[src/hw/rtl/wsd_pkg.sv]
// Shared types and constants for the WebSocket frame deframer.
package wsd_pkg;

   // Seven-bit length codes that select an extended length field.
   localparam logic [6:0] LEN_CODE_EXT16 = 7'd126;
   localparam logic [6:0] LEN_CODE_EXT64 = 7'd127;

   // Index of the last byte of each multi-byte header field, counting from zero.
   localparam logic [2:0] EXT16_LAST_IDX = 3'd1;
   localparam logic [2:0] EXT64_LAST_IDX = 3'd7;
   localparam logic [2:0] KEY_LAST_IDX   = 3'd3;

   // One result item from the parser to the output register.
   typedef struct packed {
      logic       valid;
      logic [7:0] payload_byte;
      logic [3:0] frame_opcode;
      logic       has_byte;
      logic       frame_end;
   } wsd_result_type;

endpackage

[src/hw/rtl/wsd_parse.sv]
// Frame header parser and payload unmasking for the WebSocket frame deframer.
module wsd_parse
   import wsd_pkg::*;
#(
   parameter int LENGTH_BITS = 64
) (
   input  logic           clock,
   input  logic           reset,
   input  logic           step,
   input  logic [7:0]     rx_byte,
   output wsd_result_type result
);

   typedef enum logic [2:0] {
      PH_HEAD0,
      PH_HEAD1,
      PH_EXT16,
      PH_EXT64,
      PH_KEY,
      PH_PAYLOAD
   } phase_type;

   phase_type              phase_ff, phase_in;
   logic [3:0]             held_opcode_ff, held_opcode_in;
   logic                   mask_on_ff, mask_on_in;
   logic [LENGTH_BITS-1:0] bytes_left_ff, bytes_left_in;
   logic [2:0]             header_count_ff, header_count_in;
   logic [31:0]            mask_key_ff, mask_key_in;
   logic [1:0]             key_index_ff, key_index_in;

   logic [LENGTH_BITS-1:0] ext_shifted;
   logic [LENGTH_BITS-1:0] bytes_dec;
   logic [2:0]             ext_last;
   logic [7:0]             key_byte;
   logic [6:0]             len_code;

   // Helper values shared by several phases.
   assign len_code    = rx_byte[6:0];
   assign ext_shifted = {bytes_left_ff[LENGTH_BITS-9:0], rx_byte};
   assign bytes_dec   = bytes_left_ff - {{(LENGTH_BITS-1){1'b0}}, 1'b1};
   assign ext_last    = (phase_ff == PH_EXT16) ? EXT16_LAST_IDX : EXT64_LAST_IDX;
   // The first key byte sits in the top bits, so index i selects byte 3 - i.
   assign key_byte    = mask_key_ff[{~key_index_ff, 3'b000} +: 8];

   // Next state and result for the byte in the input register.
   always_comb begin
      phase_in        = phase_ff;
      held_opcode_in  = held_opcode_ff;
      mask_on_in      = mask_on_ff;
      bytes_left_in   = bytes_left_ff;
      header_count_in = header_count_ff;
      mask_key_in     = mask_key_ff;
      key_index_in    = key_index_ff;
      result              = '0;
      result.frame_opcode = held_opcode_ff;

      case (phase_ff)
         PH_HEAD1: begin
            mask_on_in      = rx_byte[7];
            header_count_in = '0;
            if (len_code == LEN_CODE_EXT16) begin
               bytes_left_in = '0;
               phase_in      = PH_EXT16;
            end else if (len_code == LEN_CODE_EXT64) begin
               bytes_left_in = '0;
               phase_in      = PH_EXT64;
            end else begin
               bytes_left_in = {{(LENGTH_BITS-7){1'b0}}, len_code};
               if (rx_byte[7]) begin
                  phase_in = PH_KEY;
               end else begin
                  key_index_in = '0;
                  if (len_code == 7'd0) begin
                     phase_in        = PH_HEAD0;
                     result.valid     = 1'b1;
                     result.frame_end = 1'b1;
                  end else begin
                     phase_in = PH_PAYLOAD;
                  end
               end
            end
         end
         PH_EXT16, PH_EXT64: begin
            bytes_left_in = ext_shifted;
            if (header_count_ff >= ext_last) begin
               // Length is complete: go on to the key or finish the header.
               header_count_in = '0;
               if (mask_on_ff) begin
                  phase_in = PH_KEY;
               end else begin
                  key_index_in = '0;
                  if (ext_shifted == '0) begin
                     phase_in        = PH_HEAD0;
                     result.valid     = 1'b1;
                     result.frame_end = 1'b1;
                  end else begin
                     phase_in = PH_PAYLOAD;
                  end
               end
            end else begin
               header_count_in = header_count_ff + 3'd1;
            end
         end
         PH_KEY: begin
            mask_key_in = {mask_key_ff[23:0], rx_byte};
            if (header_count_ff >= KEY_LAST_IDX) begin
               header_count_in = '0;
               key_index_in    = '0;
               if (bytes_left_ff == '0) begin
                  phase_in        = PH_HEAD0;
                  result.valid     = 1'b1;
                  result.frame_end = 1'b1;
               end else begin
                  phase_in = PH_PAYLOAD;
               end
            end else begin
               header_count_in = header_count_ff + 3'd1;
            end
         end
         PH_PAYLOAD: begin
            key_index_in        = key_index_ff + 2'd1;
            bytes_left_in       = bytes_dec;
            result.valid        = 1'b1;
            result.has_byte     = 1'b1;
            result.payload_byte = mask_on_ff ? (rx_byte ^ key_byte) : rx_byte;
            if (bytes_dec == '0) begin
               phase_in         = PH_HEAD0;
               result.frame_end = 1'b1;
            end
         end
         default: begin
            // First header byte: take the opcode and clear the frame state.
            held_opcode_in  = rx_byte[3:0];
            mask_on_in      = 1'b0;
            bytes_left_in   = '0;
            header_count_in = '0;
            mask_key_in     = '0;
            key_index_in    = '0;
            phase_in        = PH_HEAD1;
         end
      endcase
   end

   // Frame state registers, updated once per byte taken from the input register.
   always_ff @(posedge clock) begin
      if (reset) begin
         phase_ff        <= PH_HEAD0;
         held_opcode_ff  <= '0;
         mask_on_ff      <= 1'b0;
         bytes_left_ff   <= '0;
         header_count_ff <= '0;
         mask_key_ff     <= '0;
         key_index_ff    <= '0;
      end else if (step) begin
         phase_ff        <= phase_in;
         held_opcode_ff  <= held_opcode_in;
         mask_on_ff      <= mask_on_in;
         bytes_left_ff   <= bytes_left_in;
         header_count_ff <= header_count_in;
         mask_key_ff     <= mask_key_in;
         key_index_ff    <= key_index_in;
      end
   end

endmodule

[src/hw/rtl/websocket_frame_deframer.sv]
// Top level of the WebSocket frame deframer: input register, parser and result register.
//
// Usage: received stream bytes enter on the req_ channel, one byte per item in
// req_tdata. Payload bytes leave on the rsp_ channel, unmasked, with the frame
// opcode and a data-present flag in rsp_tuser and rsp_tlast on the last item
// of a frame. A frame of length zero gives one item with the flag clear and
// rsp_tdata zero at its final header byte; other header bytes give no item.
// An accepted byte waits in the input register, and its result item in the result register that drives rsp_.
// Throughput is one byte per cycle: the input register feeds the parser and
// the result register in the same cycle, and each stage advances whenever the
// result register is empty or being emptied.
// When the receiver holds rsp_tready low, the result register keeps its item,
// the input register holds one more byte and req_tready then drops.
// Reset (synchronous, active high) empties both registers and returns the
// parser to waiting for the first header byte of a frame.
module websocket_frame_deframer
   import wsd_pkg::*;
#(
   parameter int LENGTH_BITS = 64
) (
   input  logic       clock,
   input  logic       reset,
   input  logic       req_tvalid,
   output logic       req_tready,
   input  logic [7:0] req_tdata,   // [7:0] rx_byte
   output logic       rsp_tvalid,
   input  logic       rsp_tready,
   output logic [7:0] rsp_tdata,   // [7:0] payload_byte
   output logic [4:0] rsp_tuser,   // [3:0] frame_opcode, [4] has_byte
   output logic       rsp_tlast
);

   logic           in_valid_ff, in_valid_in;
   logic [7:0]     in_byte_ff, in_byte_in;
   logic           out_valid_ff, out_valid_in;
   wsd_result_type out_item_ff, out_item_in;
   wsd_result_type parse_result;
   logic           advance;
   logic           step;

   // Handshake: the pipeline moves when the result register can take an item.
   assign advance    = !out_valid_ff || rsp_tready;
   assign req_tready = !in_valid_ff || advance;
   assign step       = in_valid_ff && advance;

   wsd_parse #(
      .LENGTH_BITS(LENGTH_BITS)
   ) u_parse (
      .clock   (clock),
      .reset   (reset),
      .step    (step),
      .rx_byte (in_byte_ff),
      .result  (parse_result)
   );

   // Next values of the input and result registers.
   always_comb begin
      in_valid_in  = in_valid_ff;
      in_byte_in   = in_byte_ff;
      out_valid_in = out_valid_ff;
      out_item_in  = out_item_ff;
      if (req_tready) begin
         in_valid_in = req_tvalid;
         in_byte_in  = req_tdata;
      end
      if (advance) begin
         out_valid_in = step && parse_result.valid;
         out_item_in  = parse_result;
      end
   end

   // Control bits take reset; the payload registers do not.
   always_ff @(posedge clock) begin
      if (reset) begin
         in_valid_ff  <= 1'b0;
         out_valid_ff <= 1'b0;
      end else begin
         in_valid_ff  <= in_valid_in;
         out_valid_ff <= out_valid_in;
      end
   end

   always_ff @(posedge clock) begin
      in_byte_ff  <= in_byte_in;
      out_item_ff <= out_item_in;
   end

   // Result channel outputs.
   assign rsp_tvalid = out_valid_ff;
   assign rsp_tdata  = out_item_ff.payload_byte;
   assign rsp_tuser  = {out_item_ff.has_byte, out_item_ff.frame_opcode};
   assign rsp_tlast  = out_item_ff.frame_end;

endmodule

[config.mk]
export PLATFORM = sky130hd
export DESIGN_NAME = websocket_frame_deframer
export DESIGN_NICKNAME = d
export VERILOG_FILES = /design/src/hw/rtl/wsd_pkg.sv /design/src/hw/rtl/wsd_parse.sv /design/src/hw/rtl/websocket_frame_deframer.sv
export SDC_FILE = /design/constraint.sdc
export NUM_CORES = 1
export LEC_CHECK = 0
export BUFFER_PORTS_ARGS = -buffer_cell sky130_fd_sc_hd__buf_4
export CORE_ASPECT_RATIO = 0.5
export CORE_MARGIN = 3
export CORE_UTILIZATION = 60
export CTS_CLUSTER_DIAMETER = 80
export DETAILED_ROUTE_END_ITERATION = 10
export HOLD_SLACK_MARGIN = 0.08
export PLACE_DENSITY = 0.78
export SYNTH_ARGS = -nofsm -noshare
export SYNTH_HDL_FRONTEND = slang
export SYNTH_HIERARCHICAL = 1
export SYNTH_SLANG_ARGS = --single-unit
export TNS_END_PERCENT = 5
[constraint.sdc]
create_clock -name clock -period 4.77 [get_ports clock]
set_input_delay 0 -clock clock [delete_from_list [all_inputs] [get_ports clock]]
set_output_delay 0 -clock clock [all_outputs]
set_load 0.005 [all_outputs]
After elaboration in Yosys (flattened, before gate mapping) --
Index checks and enable logic that the tools add are counted.
Word-level totals: logic and storage cells 103, output and inout bits 16, flip-flop bits (word level) 133, input bits 12
Cells by class: shift-type cells 1, $add $sub $neg 3, reductions and logical operators 21, equality and inequality tests 14, bitwise gates (word level) 7, multiplexer cells 41, $lt $le $gt $ge 2
Operator list (number):
- $pmux W64 S4 | 1
- $logic_not A64 Y1 | 3
- $mux W64 | 1
- $pmux W32 S2 | 1
- $sub A64 B1 Y64 const B | 1
- $mux W3 | 13
- $shiftx A32 B6 Y8 | 1
- $eq A7 B7 Y1 const B | 2
- $mux W2 | 6
- $pmux W3 S4 | 1
- $mux W1 | 11
- $reduce_and A2 Y1 | 5
- $pmux W3 S3 | 1
- $mux W8 | 1
- $ne A2 B2 Y1 const B | 4
- $pmux W1 S4 | 2
- $pmux W2 S4 | 1
- $reduce_or A4 Y1 | 2
- $xor A8 B8 Y8 | 1
- $logic_not A7 Y1 | 1
- $mux W7 | 1
- $reduce_and A7 Y1 | 1
- $eq A3 B2 Y1 const B | 2
- $eq A3 B3 Y1 const B | 2
- 15 further kinds | 24

Longest topological paths before layout --
Gate-level depths: netlist (run 1).
word-level depth 7, depth in mapped cells 13, depth with buffers taken out 11

By module --
The synthesis (run 1) kept the hierarchy.
By module, submodules not included:
- wsd_parse | times used 1, cells each 929, sequential area each 2182.1 µm², area each 6874.1 µm²
- websocket_frame_deframer | times used 1, cells each 31, sequential area each 700.7 µm², area each 738.2 µm²

Worst setup path before layout (run 1) --
Ideal clock, no wire load.
kind flip-flop to flip-flop, start register u_parse.bytes_left_ff[0], end register out_item_ff (netlist bit rsp_tlast) (data pin), setup slack 1844 ps, path buffers 2, arrival time 2779 ps, library setup time 146 ps, cell stages (with the launch flop) 14, required time 4624 ps, period minus slack after synthesis 2926 ps, cells stage by stage dfxtp_1 -> inv_1 -> ha_1 -> buf_2 -> or4b_4 -> buf_6 -> a2111oi_2 -> a31oi_1 -> o32ai_1 -> nand4_1 -> nor4_2 -> nand4_1 -> or3_1 -> a21oi_1
RTL lines:
- from (decl) | RTL line wsd_parse.sv:26 | logic [LENGTH_BITS-1:0] bytes_left_ff, bytes_left_in;
- from (signal assigned) | RTL line wsd_parse.sv:158 | bytes_left_ff <= bytes_left_in;
- to (signal assigned) | RTL line websocket_frame_deframer.sv:85 | out_item_ff <= out_item_in;
- to (decl) | RTL line websocket_frame_deframer.sv:36 | wsd_result_type out_item_ff, out_item_in;

==> results of run 1 <==
## worst reg2reg max path, stage by stage, from the launching register on
cell,delay [ns]
dfxtp_1,0.40
nor3_2,0.42
nand4_2,0.38
nor4_1,0.66
and4b_2,0.32
xor2_1,0.08
nor4_1,0.47
nand4_1,0.18
or3_1,0.42
a21oi_1,0.16
## state kept, by name, summed over array words and instances, names as in the netlist
| signal | cells |
|---|---|
| u_parse/bytes_left_ff | 64 |
| u_parse/mask_key_ff | 32 |
| in_byte_ff | 8 |
| rsp_tdata | 8 |
| rsp_tuser | 5 |
| u_parse/held_opcode_ff | 4 |
| u_parse/header_count_ff | 3 |
| u_parse/phase_ff | 3 |
| u_parse/key_index_ff | 2 |
| in_valid_ff | 1 |
| rsp_tlast | 1 |
| rsp_tvalid | 1 |
| u_parse/mask_on_ff | 1 |
## cells by family (layout without fill, tap and decap cells)
group / after synthesis / count (layout) / synth area share, %
multiplexers: 9 / 9 / 2.50
flip-flops: 133 / 133 / 37.9
AND/OR/NAND/NOR: 432 / 432 / 28.1
XOR/XNOR: 65 / 65 / 7.48
buffers and inverters: 89 / 87 / 4.83
adder cells (fa/ha/maj): 9 / 9 / 1.48
AO/OA/AOI/OAI: 223 / 223 / 17.8
## stage by stage
step / total power [mW] / utilization (%) / setup slack (ns)
after floorplan: 1.33 / - / 1.84
after global routing: 2.72 / 69.8 / 0.906
final: 2.64 / 69.8 / 1.12
after CTS: 2.64 / 69.8 / 1.23
after detailed placement: 1.38 / 64.3 / 1.25
after global placement: 1.38 / 64.3 / 1.42
## cell usage after synthesis (28+ instances only)
cell | count | area [um^2]
clkbuf_1 | 61 | 229
nand2_1 | 109 | 409
xor2_1 | 28 | 245
o21ai_0 | 36 | 180
dfxtp_1 | 111 | 2220
nand3_1 | 43 | 215
a22oi_1 | 52 | 390
a21oi_1 | 109 | 546
nor2_1 | 145 | 544
xnor2_1 | 37 | 324
nor3_1 | 28 | 140
## metal layers
metal | GRT usage [%] | up-vias | part of all wire (%)
met4 | 10.9 | 0 | 1.7
met1 | 43.4 | 3413 | 44
met5 | 0 | - | 0
met3 | 7.09 | 37 | 11
li1 | - | 3390 | -
met2 | 45.2 | 393 | 44
## path summary, 6_finish.rpt
| path | from | end | slack (ns) |
|---|---|---|---|
| worst max-delay path | u_parse/bytes_left_ff[5] | rsp_tlast | 1.12 |
| worst min-delay path | rsp_tready | in_valid_ff | 0.22 |
| worst max register to register | u_parse/bytes_left_ff[5] | rsp_tlast | 1.12 |
| worst min register to register | u_parse/held_opcode_ff[2] | rsp_tuser[2] | 0.43 |
## layout make-up
type / instances / area [um^2]
multi-input combinational: 738 / 4370
sequential: 133 / 2880
inverter: 9 / 33.8
clock buffer: 18 / 439
tap: 165 / 206
fill: 951 / 3650
timing repair buffer: 46 / 370
clock inverter: 14 / 129
## layout by cell type (no fill, tap or decap), types with 6 or more instances in the layout
cell,synthesis,layout
nand3_1,43,43
mux4_2,8,8
inv_6,0,6
or4_1,9,9
nor4_2,6,6
inv_1,8,8
xnor2_1,37,37
nand4_1,17,17
nor2_1,145,145
nor4_1,22,22
buf_4,0,36
dlygate4sd3_1,0,10
nor3_1,28,27
nand2b_1,11,11
a21oi_1,109,109
clkbuf_16,0,17
xor2_1,28,28
nand2_1,109,108
ha_1,9,8
o21ai_0,36,36
edfxtp_1,22,22
a22oi_1,52,52
dfxtp_1,111,111
## report_power, final
group | internal, mW | switching, mW | total, mW | leakage, nW
clock | 0.704 | 0.568 | 1.27 | 0.281
sequential | 1.15 | 0.0175 | 1.17 | 1.15
combinational | 0.0667 | 0.131 | 0.198 | 1.59
total | 1.92 | 0.717 | 2.64 | 3.02
==> results.py, run 1 <==
metrics = {
    "critical_path": {
        "crit_family": "simple AND/OR/NAND/NOR gates",
        "r2r_cells": 9,
        "critical_path_required_ns": 5.03,
        "cp-start-kind": "flop",
        "max_stage_delay_ns": 0.66,
        "cp.depth": 9,
        "crit_chain": "nor3_2 > nand4_2 > nor4_1 > and4b_2 > xor2_1 > nor4_1 > nand4_1 > or3_1 > a21oi_1",
        "cp-end-kind": "flop",
        "crit_top_cell": "nor4_1",
        "slowest_stage": "nor4_1",
        "worstSetupPathType": "reg2reg",
        "arrival_ns": 3.91,
        "path_buf_inv": 0,
        "crit_path_max_fanout": 15,
    },
    "placement": {
        "dp.cells": 1081,
        "place_congestion": 0.940,
        "place_area_um2": 7770,
        "portBuffers": 27,
        "hpwlAfterDp_um": 13300,
    },
    "sta": {
        "rsz0062_at_grt": "false",
        "fin_skew_ns": 0.0112,
        "hold_viol_final": 0,
        "fin_crit_ns": 3.65,
        "slew_viol_final": 0,
        "setup_tns_ns": 0,
        "max_freq_mhz": 274,
        "worst_slew_pin_slew_ns": 1.26,
        "timing.hold.ws_ns": 0.215,
        "maxSlewHeadroom_pct": 15.7,
        "fin_crit_sh_pct": 76.5,
        "setup_viol": 0,
    },
    "routing": {
        "wire_per_inst_um": 18.7,
        "post-route-drc-count": 0,
        "dr.pass1.iters": 7,
        "drt-vias-per-instance": 6.44,
        "wirelength_um": 21000,
        "postRouteAntennaNets": 0,
        "routed-via-count": 7233,
        "drt_iter0_drc": 802,
    },
    "clock_tree": {
        "clock_latency_ns": 0.42,
        "cts.clk_slew.worst_paths_ns": 0.06,
        "cts_hold_buf": 10,
        "clockRootBuffer": "clkbuf_16",
        "numCtsBuffers": 17,
        "cts_sinks": 133,
        "post_cts_resized": 0,
        "post_cts_buffers": 0,
        "h-tree-depth": 4,
        "cts_tree": "yes",
        "cts_max_path_buffers": 2,
    },
    "layout": {
        "postLayoutCellArea_um2": 8440,
        "drive_gt1_share_pct": 11.0,
        "insertedDiodeCount": 0,
        "areaGrowthSynthToFinish_pct": 10.8,
        "finalNonFillerCells": 1123,
        "fin_nets": 966,
    },
    "global_routing": {
        "overflow": 0,
        "grt_pass1_vias": 6742,
        "grt_pass1_wl_um": 34600,
        "grt_max_degree": 110,
        "gr-usage-all-layers_pct": 30.4,
        "antenna_found_initial": 0,
    },
    "min_path": {
        "min_delay_path_depth": 3,
        "hp-class": "in2reg",
    },
    "power": {
        "power_per_cell_area_nw_per_um2": 313,
        "p_leak_nw": 3.02,
        "peakVddDrop_v": 0.000233,
    },
    "floorplan": {
        "start_util_pct": 63.0,
        "core_area_um2": 12100,
        "rows": 28,
        "pin_count": 28,
        "fp.dieW_um": 165,
        "fp.dieArea_um2": 14200,
        "die_y_um": 85.6,
    },
    "yosys": {
        "avgSynthCellArea_um2": 7.93,
        "synth_area_um2": 7610,
        "yosysSeqAreaShare_pct": 37.9,
        "syn-num-nets": 981,
        "syn_inst": 960,
        "synth_top_flop_cell": "dfxtp_1",
        "synth_cell_types": 61,
        "ys_ff_latch": 133,
        "async_flop_share_pct": 0,
        "synth_edf_count": 22,
        "yosys_warnings": 6,
    },
    "outcome": {
        "status": "completed",
    },
    "job": {
        "drv_cap": 0,
    },
}
Power figures use the tool's default switching activity.
==> run 2, diff against run 1 <==
==> constraint.sdc (replaced) <==
create_clock -name clock -period 3.7 [get_ports clock]
set_input_delay 0 -clock clock [delete_from_list [all_inputs] [get_ports clock]]
set_output_delay 0 -clock clock [all_outputs]
set_load 0.005 [all_outputs]
==> run 2 against run 1 <==
Worst setup slack got worse by 0.82 ns. Die area unchanged. Sequential cell count unchanged. Largest power group unchanged.
==> results.py, run 2 (synthesis results as in run 1) <==
metrics = {
    "outcome": {
        "status": "completed",
    },
    "floorplan": {
        "pin_count": 28,
        "core_area_um2": 12100,
        "die_y_um": 85.6,
        "rows": 28,
        "start_util_pct": 63.0,
        "fp.dieArea_um2": 14200,
        "fp.dieW_um": 165,
    },
    "job": {
        "drv_cap": 0,
    },
    "clock_tree": {
        "cts_sinks": 133,
        "post_cts_resized": 0,
        "h-tree-depth": 4,
        "cts_tree": "yes",
        "clockRootBuffer": "clkbuf_16",
        "clock_latency_ns": 0.42,
        "numCtsBuffers": 17,
        "cts_max_path_buffers": 2,
        "post_cts_buffers": 0,
        "cts.clk_slew.worst_paths_ns": 0.07,
    },
    "global_routing": {
        "grt_pass1_wl_um": 34400,
        "gr-usage-all-layers_pct": 30.6,
        "overflow": 0,
        "grt_pass1_vias": 6584,
        "antenna_found_initial": 0,
        "grt_max_degree": 75,
    },
    "critical_path": {
        "r2r_cells": 9,
        "r2r-start": "u_parse/bytes_left_ff[26]",
        "worstReg2RegEnd": "rsp_tlast",
        "critical_path_required_ns": 3.97,
        "crit_chain": "nor3_1 > nand4_1 > nor4_1 > and4b_2 > xor2_1 > nor4_1 > nand4_1 > or3_1 > a21oi_1",
        "cp-end-kind": "flop",
        "arrival_ns": 3.68,
        "max_stage_delay_ns": 0.66,
        "crit_family": "simple AND/OR/NAND/NOR gates",
        "crit_path_start": "u_parse/bytes_left_ff[26]",
        "path_buf_inv": 0,
        "cp.depth": 9,
        "cp-start-kind": "flop",
        "worstSetupPathType": "reg2reg",
        "r2r_slack_ns": 0.30,
        "critPathCapture": "rsp_tlast",
        "crit_path_max_fanout": 7,
        "slowest_stage": "nor4_1",
    },
    "routing": {
        "postRouteAntennaNets": 0,
        "routed-via-count": 7250,
        "drt_iter0_drc": 948,
        "wire_per_inst_um": 18.7,
        "drt-vias-per-instance": 6.39,
        "post-route-drc-count": 0,
        "dr.pass1.iters": 5,
        "wirelength_um": 21200,
    },
    "sta": {
        "setup_tns_ns": 0,
        "rsz0062_at_grt": "false",
        "setup_viol": 0,
        "max_freq_mhz": 294,
        "hold_viol_final": 0,
        "fin_skew_ns": 0.0153,
        "fin_crit_sh_pct": 91.9,
        "maxSlewHeadroom_pct": 19.3,
        "fin_crit_ns": 3.40,
        "slew_viol_final": 0,
        "worst_slew_pin_slew_ns": 1.21,
    },
    "layout": {
        "drive_gt1_share_pct": 12.2,
        "biggestRegsByFlops": "u_parse/bytes_left_ff (64), u_parse/mask_key_ff (32)",
        "largest_reg_flops": 64,
        "seqCellArea_um2": 2880,
        "final_util_pct": 70.8,
        "regMostFlops": "u_parse/bytes_left_ff",
        "finalNonFillerCells": 1135,
        "layout_common_cells": "nor2_1 (145), dfxtp_1 (111), a21oi_1 (109)",
        "layout_commonest_cell": "nor2_1",
        "fill_cells": 926,
        "insertedDiodeCount": 0,
        "multi_input_comb_area_um2": 4370,
        "areaGrowthSynthToFinish_pct": 12.4,
        "fin_nets": 978,
    },
    "power": {
        "peakVddDrop_v": 0.000369,
        "power_per_cell_area_nw_per_um2": 406,
        "power_mw": 3.48,
        "p_leak_nw": 3.10,
    },
    "placement": {
        "hpwlAfterDp_um": 13400,
        "portBuffers": 27,
        "place_congestion": 0.979,
        "dp.cells": 1094,
    },
    "min_path": {
        "min_delay_path_depth": 2,
        "hp-class": "in2reg",
    },
}
==> run 2: cell count changes in the layout (fill, tap and decap cells not counted), sizes merged <==
cell         previous run  this run
buf                    36        49
clkinv                  3         5
inv                    19        17
bufinv                  0         1
clkinvlp                1         0
dlygate4sd3            10         9
==> run 2: what timing repair did <==
item                                   4_1_cts  5_1_grt
setup endpoints to repair                    0        0
endpoints found under the hold margin        9        0
hold buffers                                 9        0
==> run 2: worst min-delay path by stage <==
stage,startpoint,to,slack [ns]
2_1_floorplan,reset,in_valid_ff,0.07
3_3_place_gp,req_tdata[3],in_byte_ff[3],0.18
3_5_place_dp,req_tdata[4],in_byte_ff[4],0.18
4_1_cts,reset,u_parse/phase_ff[1],0.13
5_1_grt,reset,u_parse/phase_ff[1],0.17
6_report,reset,u_parse/phase_ff[1],0.13
==> run 2: metrics by stage <==
stage               cell area, um^2  setup WS [ns]  hold slack (ns)
finish                         8550          0.298            0.131
global route                   8550          0.148            0.166
CTS                            8550          0.398            0.132
detailed placement             7870          0.416            0.179
global placement               7870          0.477            0.179
floorplan                      7610          0.774           0.0691
==> run 2: cell type report <==
cell class / count / area share (%)
repair buffers: 58 / 5.35
multi-input cells: 738 / 51.1
inverters: 9 / 0.395
flip-flops and latches: 133 / 33.7
well taps: 165 / 2.41
clock buffers: 18 / 5.13
clock inverters: 14 / 1.86
==> run 2: power by group <==
part | leakage, nW | total, mW | switching [mW] | internal, mW
clock | 0.295 | 1.71 | 0.735 | 0.979
combinational | 1.65 | 0.259 | 0.172 | 0.0869
sequential | 1.15 | 1.50 | 0.0214 | 1.48
==> run 2: worst register-to-register path: stages, from the launching register on <==
cell and delay, ns:
dfxtp_1 0.38, nor3_1 0.36, nand4_1 0.30, nor4_1 0.66, and4b_2 0.33, xor2_1 0.08
nor4_1 0.35, nand4_1 0.20, or3_1 0.43, a21oi_1 0.17
==> run 2: routing by layer <==
metal / part of all wire (%) / up-vias / global-route usage [%]
li1: - / 3418 / -
met2: 43 / 437 / 45.3
met3: 11 / 44 / 7.43
met5: 0 / - / 0
met1: 44 / 3351 / 44.4
met4: 1.9 / 0 / 9.28
==> run 3, diff against run 2 <==
--- a/config.mk
+++ b/config.mk
@@ -6,13 +6,15 @@
 export NUM_CORES = 1
 export LEC_CHECK = 0
 export BUFFER_PORTS_ARGS = -buffer_cell sky130_fd_sc_hd__buf_4
+export CELL_PAD_IN_SITES_DETAIL_PLACEMENT = 1
+export CELL_PAD_IN_SITES_GLOBAL_PLACEMENT = 1
 export CORE_ASPECT_RATIO = 0.5
 export CORE_MARGIN = 3
-export CORE_UTILIZATION = 60
+export CORE_UTILIZATION = 47
 export CTS_CLUSTER_DIAMETER = 80
 export DETAILED_ROUTE_END_ITERATION = 10
 export HOLD_SLACK_MARGIN = 0.08
-export PLACE_DENSITY = 0.78
+export PLACE_DENSITY_LB_ADDON = 0.1
 export SYNTH_ARGS = -nofsm -noshare
 export SYNTH_HDL_FRONTEND = slang
 export SYNTH_HIERARCHICAL = 1
==> run 3 against run 2 <==
Clock skew about the same. Maximum frequency down 1.2%. Critical path depth unchanged. Worst setup slack worse by 0.041 ns. Critical path type unchanged. Combinational power up 4%. Worst hold slack better by 0.076 ns. Total power down 0.48%. Critical endpoint unchanged. Clock-buffer cell count down 1. Via count up 0.37%. Sequential power about the same.
==> results.py, run 3 (synthesis results as in run 1) <==
metrics = {
    "outcome": {
        "status": "completed",
    },
    "global_routing": {
        "overflow": 0,
        "antenna_found_initial": 0,
        "gr-usage-all-layers_pct": 28.8,
        "grt_max_degree": 90,
        "grt_pass1_vias": 7155,
        "grt_pass1_wl_um": 40000,
    },
    "floorplan": {
        "die_y_um": 96.0,
        "start_util_pct": 48.8,
        "rows": 32,
        "fp.dieW_um": 186,
        "core_area_um2": 15600,
        "fp.dieArea_um2": 17900,
        "pin_count": 28,
    },
    "sta": {
        "maxSlewHeadroom_pct": 34.8,
        "worst_slew_pin_slew_ns": 0.978,
        "fin_crit_sh_pct": 93.0,
        "slew_viol_final": 0,
        "setup_tns_ns": 0,
        "hold_viol_final": 0,
        "max_freq_mhz": 290,
        "setup_viol": 0,
        "fin_crit_ns": 3.44,
        "rsz0062_at_grt": "false",
        "fin_skew_ns": 0.0153,
        "timing.hold.ws_ns": 0.208,
    },
    "placement": {
        "hpwlAfterDp_um": 15900,
        "portBuffers": 27,
        "dp.cells": 1133,
        "place_congestion": 0.904,
    },
    "job": {
        "drv_cap": 0,
    },
    "critical_path": {
        "crit_path_max_fanout": 7,
        "critical_path_required_ns": 3.99,
        "r2r_slack_ns": 0.26,
        "worstSetupPathType": "reg2reg",
        "cp-start-kind": "flop",
        "cp-end-kind": "flop",
        "arrival_ns": 3.73,
    },
    "layout": {
        "biggestRegsByFlops": "u_parse/bytes_left_ff (64), u_parse/mask_key_ff (32)",
        "fill_cells": 1902,
        "final_util_pct": 54.9,
        "finalNonFillerCells": 1174,
        "largest_reg_flops": 64,
        "layout_commonest_cell": "nor2_1",
        "areaGrowthSynthToFinish_pct": 12.7,
        "insertedDiodeCount": 0,
        "multi_input_comb_area_um2": 4380,
        "drive_gt1_share_pct": 12.2,
        "fin_nets": 978,
        "layout_common_cells": "nor2_1 (145), dfxtp_1 (111), a21oi_1 (109)",
        "regMostFlops": "u_parse/bytes_left_ff",
        "seqCellArea_um2": 2880,
    },
    "power": {
        "peakVddDrop_v": 0.000386,
        "p_leak_nw": 3.08,
        "power_per_cell_area_nw_per_um2": 403,
        "power_mw": 3.46,
    },
    "clock_tree": {
        "cts_max_path_buffers": 2,
        "clockRootBuffer": "clkbuf_16",
        "cts_sinks": 133,
        "cts.clk_slew.worst_paths_ns": 0.07,
        "post_cts_buffers": 0,
        "cts_hold_buf": 9,
        "numCtsBuffers": 17,
        "h-tree-depth": 4,
        "post_cts_resized": 0,
        "cts_tree": "yes",
        "clock_latency_ns": 0.43,
    },
    "routing": {
        "wire_per_inst_um": 21.1,
        "dr.pass1.iters": 5,
        "post-route-drc-count": 0,
        "wirelength_um": 24800,
        "routed-via-count": 7277,
        "drt-vias-per-instance": 6.20,
        "postRouteAntennaNets": 0,
        "drt_iter0_drc": 764,
    },
    "min_path": {
        "hp-class": "in2reg",
    },
}
run 3: cell count changes in the layout (fill, tap and decap cells not counted), sizes merged:
cell,change
clkinvlp,+2
clkbuf,-1
inv,-1
run 3: final cells by class:
cell class / instances / share of cell area, %
well taps: 204 / 2.98
inverters: 9 / 0.394
clock buffers: 17 / 4.96
flip-flops and latches: 133 / 33.6
multi-input cells: 738 / 51.1
repair buffers: 58 / 5.34
clock inverters: 15 / 1.65
run 3: final timing paths:
path / from / endpoint / depth (start not counted)
worst max-delay path: u_parse/bytes_left_ff[30] / rsp_tlast / 9
worst min-delay path: reset / u_parse/header_count_ff[0] / 2
worst max register to register: u_parse/bytes_left_ff[30] / rsp_tlast / 9
worst min register to register: u_parse/held_opcode_ff[2] / rsp_tuser[2] / 0
run 3: critical path, stage by stage, from the launching register on:
cell and delay, ns:
dfxtp_1 0.37, nor3_1 0.37, nand4_1 0.38, nor4_1 0.70, and4b_2 0.32, xor2_1 0.08
nor4_1 0.36, nand4_1 0.19, or3_1 0.39, a21oi_1 0.15
run 3: power breakdown:
group	total [mW]	switching [mW]	internal, mW
Clock	1.68	0.744	0.940
Combinational	0.270	0.181	0.0889
Sequential	1.51	0.0225	1.48
Total	3.46	0.947	2.51
run 3: layer usage:
layer  track usage (%)  part of all wire, %  vias to the layer above
met4              8.61                  1.7                        0
met3              6.04                  6.1                       37
met1              40.8                   48                     3576
li1                  -                    -                     3418
met2              44.4                   45                      246
met5                 0                    0                        -
run 3: per-stage QoR:
stage	setup slack (ns)	cell area [um^2]
final	0.258	8580
after global routing	0.0801	8580
after CTS	0.350	8580
after detailed placement	0.384	7920
after global placement	0.515	7920
after floorplan	0.774	7610
